$ cat src/rtl/icaf_pkg.sv
// Shared types, constants and the arcsine lookup for the IMU angle filter.
// No dependencies; imported by every module of the block.
package icaf_pkg;

    localparam int SAMPLE_W   = 11;
    localparam int ANGLE_W    = 16;
    localparam int TICK_W     = 32;
    localparam int DT_W       = 16;
    localparam int TRIM_W     = 8;
    localparam int WEIGHT_W   = 9;
    localparam int MUL_W      = 17;
    localparam int PROD_W     = 27;
    localparam int CFG_IDX_W  = 2;
    localparam int S_TDATA_W  = 104;
    localparam int M_TDATA_W  = 136;
    localparam int TAB_LEN    = 64;
    localparam int TAB_IDX_W  = 6;
    localparam int TAB_VAL_W  = 7;

    localparam logic [WEIGHT_W-1:0] WEIGHT_FULL  = WEIGHT_W'(256);
    localparam logic [WEIGHT_W-1:0] WEIGHT_RESET = WEIGHT_W'(1);
    localparam logic [ANGLE_W-1:0]  VERT_OFFSET  = ANGLE_W'(90 * 256);

    localparam logic [CFG_IDX_W-1:0] CFG_TRIM_ROLL  = CFG_IDX_W'(0);
    localparam logic [CFG_IDX_W-1:0] CFG_TRIM_PITCH = CFG_IDX_W'(1);
    localparam logic [CFG_IDX_W-1:0] CFG_MIX_WEIGHT = CFG_IDX_W'(2);

    // multiplier operation issued by the controller
    typedef enum logic [2:0] {
        OP_NONE,
        OP_RATE_R,
        OP_RATE_P,
        OP_RATE_Y,
        OP_MIX_R_GYRO,
        OP_MIX_R_ACC,
        OP_MIX_P_GYRO,
        OP_MIX_P_ACC
    } op_t;

    typedef struct packed {
        logic load;
        op_t  op;
        logic commit;
    } cmd_t;

    localparam logic [TAB_VAL_W-1:0] ASIN_TAB [TAB_LEN] = '{
        7'd0,  7'd1,  7'd2,  7'd3,  7'd4,  7'd5,  7'd5,  7'd6,
        7'd7,  7'd8,  7'd9,  7'd10, 7'd11, 7'd12, 7'd13, 7'd14,
        7'd15, 7'd16, 7'd17, 7'd18, 7'd19, 7'd19, 7'd20, 7'd21,
        7'd22, 7'd23, 7'd24, 7'd25, 7'd26, 7'd27, 7'd28, 7'd29,
        7'd31, 7'd32, 7'd33, 7'd34, 7'd35, 7'd36, 7'd37, 7'd38,
        7'd39, 7'd41, 7'd42, 7'd43, 7'd44, 7'd46, 7'd47, 7'd48,
        7'd50, 7'd51, 7'd53, 7'd54, 7'd56, 7'd57, 7'd59, 7'd61,
        7'd63, 7'd65, 7'd67, 7'd69, 7'd72, 7'd76, 7'd80, 7'd90
    };

    // Accelerometer angle in degrees*256: table entry doubled, odd bit
    // appended, sign restored, offset added with 16-bit wrap.
    function automatic logic [ANGLE_W-1:0] tilt_from_accel(
        input logic [SAMPLE_W-1:0] a,
        input logic [ANGLE_W-1:0]  offset
    );
        logic [SAMPLE_W-1:0]  mag;
        logic [TAB_IDX_W-1:0] idx;
        logic [TAB_VAL_W:0]   c;
        logic [ANGLE_W-1:0]   mag_ang;
        mag = a[SAMPLE_W-1] ? (~a + SAMPLE_W'(1)) : a;
        // magnitudes of 128 and above saturate to the last entry
        if (mag[SAMPLE_W-1:TAB_IDX_W+1] != '0) begin
            idx = TAB_IDX_W'(TAB_LEN - 1);
        end else begin
            idx = mag[TAB_IDX_W:1];
        end
        c       = {ASIN_TAB[idx], mag[0]};
        mag_ang = {1'b0, c, 7'd0};
        if (a[SAMPLE_W-1]) begin
            mag_ang = ~mag_ang + ANGLE_W'(1);
        end
        return mag_ang + offset;
    endfunction

endpackage

$ cat src/rtl/icaf_ctrl.sv
// Sequencer for the IMU angle filter: schedules the shared multiplier,
// owns the input/output handshakes. Depends on icaf_pkg.
module icaf_ctrl (
    input  logic                aclk,
    input  logic                aresetn,
    input  logic                s_tvalid,
    output logic                s_tready,
    input  logic                m_tready,
    output logic                m_tvalid,
    output icaf_pkg::cmd_t      cmd
);
    import icaf_pkg::*;

    typedef enum logic [9:0] {
        ST_IDLE    = 10'b00_0000_0001,
        ST_RATE_R  = 10'b00_0000_0010,
        ST_RATE_P  = 10'b00_0000_0100,
        ST_RATE_Y  = 10'b00_0000_1000,
        ST_MIX_RG  = 10'b00_0001_0000,
        ST_MIX_RA  = 10'b00_0010_0000,
        ST_MIX_PG  = 10'b00_0100_0000,
        ST_MIX_PA  = 10'b00_1000_0000,
        ST_DRAIN   = 10'b01_0000_0000,
        ST_FINISH  = 10'b10_0000_0000
    } state_t;

    state_t state_reg, state_next;
    logic   m_tvalid_reg, m_tvalid_next;
    logic   out_free;

    assign out_free = !m_tvalid_reg || m_tready;
    assign s_tready = (state_reg == ST_IDLE);
    assign m_tvalid = m_tvalid_reg;

    always_comb begin
        state_next = state_reg;
        cmd.load   = 1'b0;
        cmd.op     = OP_NONE;
        cmd.commit = 1'b0;
        unique case (state_reg)
            ST_IDLE: begin
                if (s_tvalid) begin
                    cmd.load   = 1'b1;
                    state_next = ST_RATE_R;
                end
            end
            ST_RATE_R: begin
                cmd.op     = OP_RATE_R;
                state_next = ST_RATE_P;
            end
            ST_RATE_P: begin
                cmd.op     = OP_RATE_P;
                state_next = ST_RATE_Y;
            end
            ST_RATE_Y: begin
                cmd.op     = OP_RATE_Y;
                state_next = ST_MIX_RG;
            end
            ST_MIX_RG: begin
                cmd.op     = OP_MIX_R_GYRO;
                state_next = ST_MIX_RA;
            end
            ST_MIX_RA: begin
                cmd.op     = OP_MIX_R_ACC;
                state_next = ST_MIX_PG;
            end
            ST_MIX_PG: begin
                cmd.op     = OP_MIX_P_GYRO;
                state_next = ST_MIX_PA;
            end
            ST_MIX_PA: begin
                cmd.op     = OP_MIX_P_ACC;
                state_next = ST_DRAIN;
            end
            ST_DRAIN: begin
                // last product is rounded into the pitch angle here
                state_next = ST_FINISH;
            end
            ST_FINISH: begin
                if (out_free) begin
                    cmd.commit = 1'b1;
                    state_next = ST_IDLE;
                end
            end
            default: begin
                state_next = ST_IDLE;
            end
        endcase
    end

    always_comb begin
        if (cmd.commit) begin
            m_tvalid_next = 1'b1;
        end else if (m_tready) begin
            m_tvalid_next = 1'b0;
        end else begin
            m_tvalid_next = m_tvalid_reg;
        end
    end

    always_ff @(posedge aclk) begin
        if (!aresetn) begin
            state_reg    <= ST_IDLE;
            m_tvalid_reg <= 1'b0;
        end else begin
            state_reg    <= state_next;
            m_tvalid_reg <= m_tvalid_next;
        end
    end

endmodule

$ cat src/rtl/icaf_dpath.sv
// Datapath of the IMU angle filter: sample registers, one shared 17x17
// multiplier with rounding, angle state and the result register. Uses icaf_pkg.
module icaf_dpath (
    input  logic                                 aclk,
    input  logic                                 aresetn,
    input  icaf_pkg::cmd_t                       cmd,
    input  logic [icaf_pkg::S_TDATA_W-1:0]       s_data,
    input  logic [icaf_pkg::TRIM_W-1:0]          trim_roll,
    input  logic [icaf_pkg::TRIM_W-1:0]          trim_pitch,
    input  logic [icaf_pkg::WEIGHT_W-1:0]        mix_weight,
    output logic [icaf_pkg::M_TDATA_W-1:0]       m_data
);
    import icaf_pkg::*;

    logic [SAMPLE_W-1:0] acc_roll_in, acc_pitch_in, acc_vert_in;
    logic [SAMPLE_W-1:0] gyro_roll_in, gyro_pitch_in, gyro_yaw_in;
    logic [TICK_W-1:0]   now_in;
    logic [DT_W-1:0]     dt_in;

    logic [SAMPLE_W-1:0] g_r_reg, g_p_reg, g_y_reg;
    logic [ANGLE_W-1:0]  acc_r_reg, acc_p_reg, acc_v_reg;
    logic [DT_W-1:0]     dt_reg;
    logic [TICK_W-1:0]   last_ticks_reg;
    logic [ANGLE_W-1:0]  angle_r_reg, angle_p_reg, angle_y_reg;
    logic [SAMPLE_W-1:0] rate_r_reg, rate_p_reg, rate_y_reg;
    logic [PROD_W-1:0]   prod_reg, sum_reg;
    op_t                 op_d_reg;
    logic [M_TDATA_W-1:0] m_data_reg;

    logic [WEIGHT_W-1:0]    weight_eff, weight_inv;
    logic [ANGLE_W-1:0]     s_r, s_p, yaw_new;
    logic signed [MUL_W-1:0]     mul_a, mul_b;
    logic signed [2*MUL_W-1:0]   product;
    logic [SAMPLE_W-1:0]    rate_rnd;
    logic [PROD_W-1:0]      mix_total;
    logic [ANGLE_W-1:0]     mix_rnd;

    assign acc_roll_in   = s_data[10:0];
    assign acc_pitch_in  = s_data[21:11];
    assign acc_vert_in   = s_data[32:22];
    assign gyro_roll_in  = s_data[43:33];
    assign gyro_pitch_in = s_data[54:44];
    assign gyro_yaw_in   = s_data[65:55];
    assign now_in        = s_data[97:66];
    assign dt_in         = now_in[DT_W-1:0] - last_ticks_reg[DT_W-1:0];

    assign weight_eff = (mix_weight > WEIGHT_FULL) ? WEIGHT_FULL : mix_weight;
    assign weight_inv = WEIGHT_FULL - weight_eff;

    assign s_r     = angle_r_reg + {{(ANGLE_W-SAMPLE_W){rate_r_reg[SAMPLE_W-1]}}, rate_r_reg};
    assign s_p     = angle_p_reg + {{(ANGLE_W-SAMPLE_W){rate_p_reg[SAMPLE_W-1]}}, rate_p_reg};
    assign yaw_new = angle_y_reg + {{(ANGLE_W-SAMPLE_W){rate_y_reg[SAMPLE_W-1]}}, rate_y_reg};

    always_comb begin
        mul_a = '0;
        mul_b = '0;
        unique case (cmd.op)
            OP_RATE_R: begin
                mul_a = {{(MUL_W-SAMPLE_W){g_r_reg[SAMPLE_W-1]}}, g_r_reg};
                mul_b = {1'b0, dt_reg};
            end
            OP_RATE_P: begin
                mul_a = {{(MUL_W-SAMPLE_W){g_p_reg[SAMPLE_W-1]}}, g_p_reg};
                mul_b = {1'b0, dt_reg};
            end
            OP_RATE_Y: begin
                mul_a = {{(MUL_W-SAMPLE_W){g_y_reg[SAMPLE_W-1]}}, g_y_reg};
                mul_b = {1'b0, dt_reg};
            end
            OP_MIX_R_GYRO: begin
                mul_a = {s_r[ANGLE_W-1], s_r};
                mul_b = {{(MUL_W-WEIGHT_W){1'b0}}, weight_inv};
            end
            OP_MIX_R_ACC: begin
                mul_a = {acc_r_reg[ANGLE_W-1], acc_r_reg};
                mul_b = {{(MUL_W-WEIGHT_W){1'b0}}, weight_eff};
            end
            OP_MIX_P_GYRO: begin
                mul_a = {s_p[ANGLE_W-1], s_p};
                mul_b = {{(MUL_W-WEIGHT_W){1'b0}}, weight_inv};
            end
            OP_MIX_P_ACC: begin
                mul_a = {acc_p_reg[ANGLE_W-1], acc_p_reg};
                mul_b = {{(MUL_W-WEIGHT_W){1'b0}}, weight_eff};
            end
            default: begin
                mul_a = '0;
                mul_b = '0;
            end
        endcase
    end

    assign product = mul_a * mul_b;

    // floor shift, then one added back on negative results (round to zero-ish)
    assign rate_rnd  = prod_reg[PROD_W-1:DT_W] + {{(SAMPLE_W-1){1'b0}}, prod_reg[PROD_W-1]};
    assign mix_total = sum_reg + prod_reg;
    assign mix_rnd   = mix_total[23:8] + {{(ANGLE_W-1){1'b0}}, mix_total[PROD_W-1]};

    always_ff @(posedge aclk) begin
        if (!aresetn) begin
            op_d_reg       <= OP_NONE;
            last_ticks_reg <= '0;
            angle_r_reg    <= '0;
            angle_p_reg    <= '0;
            angle_y_reg    <= '0;
        end else begin
            op_d_reg <= cmd.op;
            if (cmd.load) begin
                // only the 16-bit delta is consumed
                last_ticks_reg <= last_ticks_reg + {{(TICK_W-DT_W){1'b0}}, dt_in};
            end
            case (op_d_reg)
                OP_MIX_R_ACC: angle_r_reg <= mix_rnd;
                OP_MIX_P_ACC: angle_p_reg <= mix_rnd;
                default: ;
            endcase
            if (cmd.commit) begin
                angle_y_reg <= yaw_new;
            end
        end
    end

    always_ff @(posedge aclk) begin
        prod_reg <= product[PROD_W-1:0];
        if (cmd.load) begin
            g_r_reg   <= gyro_roll_in;
            g_p_reg   <= gyro_pitch_in;
            g_y_reg   <= gyro_yaw_in;
            dt_reg    <= dt_in;
            acc_r_reg <= tilt_from_accel(acc_roll_in, {trim_roll, 8'd0});
            acc_p_reg <= tilt_from_accel(acc_pitch_in, {trim_pitch, 8'd0});
            acc_v_reg <= tilt_from_accel(acc_vert_in, VERT_OFFSET);
        end
        case (op_d_reg)
            OP_RATE_R:     rate_r_reg <= rate_rnd;
            OP_RATE_P:     rate_p_reg <= rate_rnd;
            OP_RATE_Y:     rate_y_reg <= rate_rnd;
            OP_MIX_R_GYRO: sum_reg    <= prod_reg;
            OP_MIX_P_GYRO: sum_reg    <= prod_reg;
            default: ;
        endcase
        if (cmd.commit) begin
            m_data_reg <= {7'd0, rate_y_reg, rate_p_reg, rate_r_reg,
                           acc_v_reg, acc_p_reg, acc_r_reg,
                           yaw_new, angle_p_reg, angle_r_reg};
        end
    end

    assign m_data = m_data_reg;

endmodule

$ cat src/rtl/imu_complementary_angle_filter_top.sv
// Top level of the IMU complementary angle filter: configuration registers,
// sequencer and datapath. Depends on icaf_pkg, icaf_ctrl and icaf_dpath.
//
// Usage:
//   One request on the s_ channel carries a full IMU sample (three
//   accelerometer axes, three gyro axes, timer ticks). Each request yields
//   exactly one result on the m_ channel with the filtered roll, pitch and
//   yaw angles, the accelerometer angles and the per-step gyro increments.
//   Configuration (trims, mix weight) is written through cfg_wr_en,
//   cfg_addr and cfg_wdata while the block is idle.
//
//   Sequence: a sample is taken while idle, then the single shared 17x17
//   multiplier runs seven products (three gyro rates, two per mixed axis)
//   plus a rounding step; the result is then registered into the output
//   register once it is free.
//   s_tready is high only while no sample is in work. A finished result
//   sits in the output register while the next sample is accepted; if the
//   receiver stalls, the following result waits in the sequencer until
//   the output register frees up.
//   Reset clears the angle and tick state and loads default trims (zero)
//   and a raw mix weight of one, i.e. 1/256 of the full weight of 256.
module imu_complementary_angle_filter_top (
    input  logic                                  aclk,
    input  logic                                  aresetn,
    input  logic                                  s_tvalid,
    output logic                                  s_tready,
    // acc_roll, acc_pitch, acc_vertical, gyro_roll, gyro_pitch, gyro_yaw,
    // now_ticks, zero fill
    input  logic [icaf_pkg::S_TDATA_W-1:0]        s_tdata,
    output logic                                  m_tvalid,
    input  logic                                  m_tready,
    // angle_roll, angle_pitch, angle_yaw, acc_angle_roll, acc_angle_pitch,
    // acc_angle_vertical, rate_roll, rate_pitch, rate_yaw, zero fill
    output logic [icaf_pkg::M_TDATA_W-1:0]        m_tdata,
    input  logic                                  cfg_wr_en,
    input  logic [icaf_pkg::CFG_IDX_W-1:0]        cfg_addr,
    input  logic [icaf_pkg::WEIGHT_W-1:0]         cfg_wdata
);
    import icaf_pkg::*;

    logic [TRIM_W-1:0]   trim_roll_reg, trim_pitch_reg;
    logic [WEIGHT_W-1:0] mix_weight_reg;
    cmd_t                ctrl_cmd;

    always_ff @(posedge aclk) begin
        if (!aresetn) begin
            trim_roll_reg  <= '0;
            trim_pitch_reg <= '0;
            mix_weight_reg <= WEIGHT_RESET;
        end else if (cfg_wr_en) begin
            unique case (cfg_addr)
                CFG_TRIM_ROLL:  trim_roll_reg  <= cfg_wdata[TRIM_W-1:0];
                CFG_TRIM_PITCH: trim_pitch_reg <= cfg_wdata[TRIM_W-1:0];
                CFG_MIX_WEIGHT: mix_weight_reg <= cfg_wdata;
                default: ;
            endcase
        end
    end

    icaf_ctrl u_ctrl (
        .aclk     (aclk),
        .aresetn  (aresetn),
        .s_tvalid (s_tvalid),
        .s_tready (s_tready),
        .m_tready (m_tready),
        .m_tvalid (m_tvalid),
        .cmd      (ctrl_cmd)
    );

    icaf_dpath u_dpath (
        .aclk       (aclk),
        .aresetn    (aresetn),
        .cmd        (ctrl_cmd),
        .s_data     (s_tdata),
        .trim_roll  (trim_roll_reg),
        .trim_pitch (trim_pitch_reg),
        .mix_weight (mix_weight_reg),
        .m_data     (m_tdata)
    );

    // one sample in work at a time
    a_single_item: assert property (@(posedge aclk) disable iff (!aresetn)
        s_tvalid && s_tready |=> !s_tready)
        else $error("second request accepted while a sample is in work");

    // a result is only written into a free output register
    a_commit_free: assert property (@(posedge aclk) disable iff (!aresetn)
        ctrl_cmd.commit |-> (!m_tvalid || m_tready))
        else $error("result committed over an unread result");

    a_commit_valid: assert property (@(posedge aclk) disable iff (!aresetn)
        ctrl_cmd.commit |=> m_tvalid)
        else $error("committed result not presented");

    // sampling and committing never coincide
    a_load_commit: assert property (@(posedge aclk) disable iff (!aresetn)
        !(ctrl_cmd.load && ctrl_cmd.commit))
        else $error("load and commit in the same cycle");

endmodule
$ cat config.mk
export PLATFORM = sky130hd
export DESIGN_NAME = imu_complementary_angle_filter_top
export DESIGN_NICKNAME = d
export VERILOG_FILES = /design/src/rtl/icaf_pkg.sv /design/src/rtl/icaf_ctrl.sv /design/src/rtl/icaf_dpath.sv /design/src/rtl/imu_complementary_angle_filter_top.sv
export SDC_FILE = /design/constraint.sdc
export NUM_CORES = 2
export LEC_CHECK = 0
export BUFFER_PORTS_ARGS = -buffer_cell sky130_fd_sc_hd__buf_4
export CAP_MARGIN = 20
export CORE_MARGIN = 4
export CORE_UTILIZATION = 25
export CTS_BUF_LIST = sky130_fd_sc_hd__clkbuf_8
export DETAILED_ROUTE_END_ITERATION = 12
export GPL_TIMING_DRIVEN = 0
export SLEW_MARGIN = 5
export SYNTH_ARGS = -nofsm -noshare
export SYNTH_HDL_FRONTEND = slang
export SYNTH_SLANG_ARGS = --single-unit
$ cat constraint.sdc
create_clock -name aclk -period 10.3 [get_ports aclk]
set_clock_uncertainty 0.15 [all_clocks]
set_input_delay 2.575 -clock aclk [delete_from_list [all_inputs] [get_ports aclk]]
set_output_delay 2.575 -clock aclk [all_outputs]
set_load 0.02 [all_outputs]
Yosys cells after proc, flatten, opt, wreduce, memory -nomap -nowiden
Memories as Yosys holds them, arrays and structs flattened. Cells that the tools add are included.

Add/subtract/negate cells: 18. Multipliers: 1. Order comparisons: 4. Eq/ne operators: 28. Muxes and demuxes: 34. Bitwise operators: 9. Reductions and logical operators: 15.

Operator list (number): 17-bit one-hot mux with 7 select lines (1); 10-bit one-hot mux with 10 select lines (1); 16-bit 2-to-1 mux (6); 16-bit adder (5); 16-bit by 1-bit adder with 16-bit output (second input constant) (3); 15-bit NOT with 16-bit output (3); 16-bit one-hot mux with 3 select lines (1); 7-bit 2-to-1 mux (6); 6-bit 2-to-1 mux (6); 11-bit by 1-bit adder with 11-bit output (second input constant) (3); 11-bit 2-to-1 mux (3); 11-bit NOT (3); 32-bit by 16-bit adder with 32-bit output (1); 27-bit adder (1); 17-bit by 17-bit multiplier with 27-bit output (1); 3-bit equality test (second input constant) (8); 7-bit greater-or-equal comparator (second input constant) (3); 6-bit NOT with 7-bit output (3); 3-bit one-hot mux with 7 select lines (1); 10-bit 2-to-1 mux (2); 16-bit by 1-bit adder with 16-bit output (1); 16-bit by 15-bit adder with 16-bit output (second input constant) (1); 16-bit subtractor (1); 3-bit by 2-bit equality test with 1-bit output (second input constant) (4); 28 further kinds (41).

Register bits after elaboration: 432. Bits in read-only memories: 1344. Bits of input ports: 120. Output and inout bits: 138. Word-level logic and storage cells: 135. Memories: 3.

Memory list: (no name shown) (words 64, bits a word 7, read ports 1, clocked after memory_dff 0, wr ports 0, RTL line icaf_pkg.sv:74) `c = {ASIN_TAB[idx], mag[0]};`; (no name shown) (words 64, bits a word 7, read ports 1, clocked after memory_dff 0, wr ports 0, RTL line icaf_pkg.sv:74); (no name shown) (words 64, bits a word 7, read ports 1, clocked after memory_dff 0, wr ports 0, RTL line icaf_pkg.sv:74).

Logic depth before layout (Yosys ltp)
Depth after elaboration: 15. Depth in mapped cells: 35. Mapped depth without buffers: 33.

By module
Synthesis repeated with hierarchy kept, for this count alone.

Cell total of the unflattened synthesis: 3109. Area, all modules: 30239.0 um^2.

Modules (own cells, without submodules): icaf_dpath (instances 1, cells an instance 2936, area an instance 28598.7 um^2, sequential area each 9208.8 um^2); imu_complementary_angle_filter_top (instances 1, cells an instance 95, area an instance 950.9 um^2, sequential area each 500.5 um^2); icaf_ctrl (instances 1, cells an instance 78, area an instance 689.4 um^2, sequential area each 220.2 um^2).

Worst setup path after synthesis
Ideal clock, no wire load.

Path kind: register -> register. Start point: register u_dpath.rate_p_reg[0]. End point: register u_dpath.prod_reg[26]. Library setup time: 123 ps. Arrival: 7730 ps. Required time: 10027 ps. Path slack: 2297 ps. Stages on the path, launching flop included: 31. Buffers on the path: 0. Period minus slack after synthesis: 8003 ps. Cell sequence: edfxtp_1 ha_1 fa_1 a21o_1 a21o_1 a21o_1 a221o_1 a21o_1 a21o_1 a21o_1 a21oi_1 xnor2_1 a221oi_1 nor2_1 fa_1 inv_1 fa_1 inv_1 fa_1 fa_1 fa_1 inv_1 fa_1 inv_1 ha_1 a21o_1 a21o_1 a21oi_1 o21ai_0 a41oi_1 xnor2_1.

Longest elaborated chain between the ends: 3.

RTL lines: start: declaration (RTL line icaf_dpath.sv:25) `logic [SAMPLE_W-1:0] rate_r_reg, rate_p_reg, rate_y_reg;`; start signal: assignment (RTL line icaf_dpath.sv:137) `OP_RATE_P: rate_p_reg <= rate_rnd;`; 16-bit adder (RTL line icaf_dpath.sv:51) `assign s_p = angle_p_reg + {{(ANGLE_W-SAMPLE_W){rate_p_reg[SAMPLE_W-1]}}, rate_p_reg};`; 17-bit one-hot mux with 7 select lines (RTL line icaf_dpath.sv:57) `unique case (cmd.op)`; 17-bit by 17-bit multiplier with 27-bit output (RTL line icaf_dpath.sv:93) `assign product = mul_a * mul_b;`; named net u_dpath.product[26] (RTL line icaf_dpath.sv:33) `logic signed [2*MUL_W-1:0] product;`; end signal: assignment (RTL line icaf_dpath.sv:125) `prod_reg <= product[PROD_W-1:0];`; end: declaration (RTL line icaf_dpath.sv:26) `logic [PROD_W-1:0] prod_reg, sum_reg;`.

The timed path passes the listed nets, and every way through them passes these cells. A chain may end at the register's enable or synchronous reset.

Final worst setup path
Start point: register u_ctrl.state_reg[4]. End point: register u_dpath.prod_reg[23].

Longest elaborated chain between the ends: 6. Elaborated cells on any way between the ends: 21. Classes of those cells: 1 x mul; 14 x eq/ne; 3 x mux; 3 x reduce/logical.

RTL lines: start: declaration (RTL line icaf_ctrl.sv:27) `state_t state_reg, state_next;`; start signal: assignment (RTL line icaf_ctrl.sv:106) `state_reg <= state_next;`; 10-bit by 8-bit equality test with 1-bit output, or another cell as far along (RTL line icaf_ctrl.sv:40) `unique case (state_reg)`; 3-bit one-hot mux with 7 select lines (*) (RTL line icaf_ctrl.sv:40); 3-bit by 1-bit equality test with 1-bit output, or another cell as far along (RTL line icaf_dpath.sv:57); 3-bit OR reduction (no line) or 2-bit OR reduction (tied branches); 16-bit one-hot mux with 3 select lines (RTL line icaf_dpath.sv:57); 17-bit by 17-bit multiplier with 27-bit output (*) (RTL line icaf_dpath.sv:93); named net u_dpath.product[23] (RTL line icaf_dpath.sv:33).

Mark *: on every way through the listed nets, which the timed path passes. The rest lies on a longest branch.

==> flow_summary.toml <==
[final_layout]
final_core_util_pct = 29.4
area_growth_pct = 16.7
drive_gt1_share_pct = 11.9
fin_nets = 3897
largest_reg_flops = 108

[timing]
worst_slew_pin_slew_ps = 1160
min_period_ps = 9770
hold_viol_final = 0
fin_crit_sh_pct = 94.9
fin_setup_tns_ps = 0
rsz0062_at_grt = "no"
finalSetupViolations = 0
holdWs_ps = 266
maxSlewViolCount = 0
fin_ws_ps = 525
max_freq_mhz = 102
relSlewSlack_pct = 22.6

[drt]
antenna_left = 0
drc = 0
drt_wl_total_mm = 88.3
drt_iter0_drc = 1866
wire_per_inst_um = 17.9
num_vias = 23300
drtPass1Iterations = 6
vias_per_cell = 4.72

[worst_setup_path]
r2r-start = "u_ctrl.state_reg[4]"
cp.required_ps = 10780
critical_path_class = "reg2reg"
rr_worst_depth = 28
rrSetupSlack_ps = 530
crit_top_cell = "fa_1"
cpPeakStageDelay_ps = 810
rr_endpoint = "u_dpath.prod_reg[23]"
cp-startpoint = "u_ctrl.state_reg[4]"
cp.arrival_ps = 10250
crit_path_start_kind = "register"
cp_max_fo = 10
slowest_stage = "a22oi_1"
cp-end-kind = "register"

[cts]
hold_buffers = 0
tritoncts = "yes"
root_buffer = "clkbuf_8"
clk_pin_slew_ps = 70
h-tree-depth = 2
clk_latency_ps = 700
numCtsBuffers = 61
clock_path_buffers = 3
post_cts_resized = 0
clock_sinks = 374
post_cts_buffers = 0

[synth]
synth_cells = 3037
synth_ff_type = "edfxtp_1"
synth-edff-count = 244
async_flop_share_pct = 0
yosysWarnings = 0
seq_area_frac_synth_pct = 33.4
ys_types = 111
syn_area_per_cell_um2 = 9.80
ys_ff_latch = 374
synth_area_um2 = 29800

[min_path]
min_to = "u_dpath.m_data[91]"
holdPathStages = 0
holdCritStartpoint = "u_dpath.acc_v_reg[11]"
hold_path.class = "reg2reg"

[floorplanning]
die_area_um2 = 125000
die_w_um = 353
io_pins = 258
initial_core_util_pct = 25.2
rows = 126
core-area_um2 = 118000
die_y_um = 353

[grt]
grt_pass1_vias = 22500
grt_max_degree = 63
grt_overflow = 0
grt_usage_pct = 13.7
grt_antenna_before_repair = 4
grt_pass1_wl_mm = 134

[power_and_ir_drop]
switching_share_pct = 30.8
pwr-share-seq_pct = 43.6
leakagePower_uw = 0.0149
comb_power_share_pct = 23.1
cellInternalPower_uw = 2760
p_switching_uw = 1230
power_uw = 3990
clock_power_share_pct = 33.3
ir_worst_vdd_uv = 89.0
p_per_area_nw_per_um2 = 115

[job]
maxCapViolCount = 0

[placement]
place_congestion = 0.930
io_buffers = 204
preCtsSetupSlack_ps = 347
hpwlAfterDp_mm = 72.2

[status]
status = "completed"
per-stage QoR:
stage / area, um^2 / cells
after global routing: 34700 / 4930
after CTS: 34700 / 4927
after detailed placement: 33400 / 4812
after floorplan: 29900 / 3064
after global placement: 33300 / 4804
final: 34700 / 4931
worst max path at each step:
stage	end	slack, ps
6_report	u_dpath.prod_reg[23]	530
5_1_grt	u_dpath.prod_reg[23]	90
4_1_cts	u_dpath.prod_reg[23]	310
3_5_place_dp	u_dpath.prod_reg[23]	350
3_3_place_gp	u_dpath.prod_reg[23]	310
2_1_floorplan	u_dpath.prod_reg[26]	2300
cells in the mapped netlist (26+ instances only):
cell / count / area, um^2
a21o_1: 44 / 330
buf_4: 30 / 225
nand2b_1: 27 / 169
edfxtp_1: 244 / 7330
nand2_1: 324 / 1220
a21oi_1: 103 / 515
a21boi_0: 39 / 293
o21ai_0: 96 / 480
and3_1: 26 / 163
nand3_1: 54 / 270
clkbuf_1: 80 / 300
fa_1: 225 / 4500
dfxtp_1: 130 / 2600
nor2b_1: 46 / 288
mux2i_1: 48 / 480
nor2_1: 217 / 815
inv_1: 395 / 1480
and2_1: 38 / 238
xor2_1: 60 / 526
nor3_1: 45 / 225
ha_1: 212 / 2650
xnor2_1: 131 / 1150
power groups by stage:
stage                     Combinational, uW  Sequential (uW)  Clock, uW
after floorplan                         678             1750          0
after global placement                  894             1770          0
after detailed placement                910             1770          0
after CTS                               916             1740       1370
after global routing                   1030             1750       1440
final                                   922             1740       1330
cell families (layout without fill, tap and decap cells):
logic type	after synthesis	after routing	share of synthesized area (%)
flops	374	374	33.4
other cells	1	31	0.0126
mux	55	55	1.89
buf+inv	522	850	7.02
fa+ha+maj	438	438	24.1
simple gates	899	899	14.5
xor+xnor	198	198	6.06
compound gates	550	550	13.1
layout by cell type (no fill, tap or decap), types with 39 or more instances in the layout:
cell type  Yosys  routed
clkbuf_8       0      69
a21boi_0      39      39
a21o_1        44      44
mux2i_1       48      48
dfxtp_1      130     130
ha_1         212     212
buf_4         30     239
xor2_1        60      60
xnor2_1      131     131
fa_1         225     225
o21ai_0       96      96
nor3_1        45      44
a21oi_1      103     103
nand2_1      324     324
nor2b_1       46      45
inv_1        395     418
nor2_1       217     217
clkbuf_1      80      79
edfxtp_1     244     244
nand3_1       54      54
critical path, delay by kind of cell (launching register included):
family / cells / cell delay (ps)
flip-flops: 1 / 310
AO/OA/AOI/OAI: 6 / 2450
XOR/XNOR: 1 / 160
AND/OR/NAND/NOR: 9 / 1820
adder cells (fa/ha/maj): 7 / 3450
buffers and inverters: 5 / 1370
layout make-up:
class / instances / area, um^2
Clock inverter: 46 / 322
Fill cell: 12300 / 83300
Tap cell: 1536 / 1920
Clock buffer: 69 / 950
Timing Repair Buffer: 213 / 1650
Multi-Input combinational cell: 2168 / 17900
Antenna cell: 3 / 7.51
Buffer: 125 / 603
Sequential cell: 374 / 9930
Inverter: 397 / 1490
layer usage:
| layer | track usage, % | up-vias | routed length [um] |
|---|---|---|---|
| li1 | - | 11000 | - |
| met1 | 19.9 | 11300 | 40600 |
| met2 | 20.4 | 884 | 37500 |
| met3 | 3.02 | 135 | 7580 |
| met4 | 4.01 | 0 | 2620 |
| met5 | 0 | - | 0 |
Power figures use the tool's default switching activity.
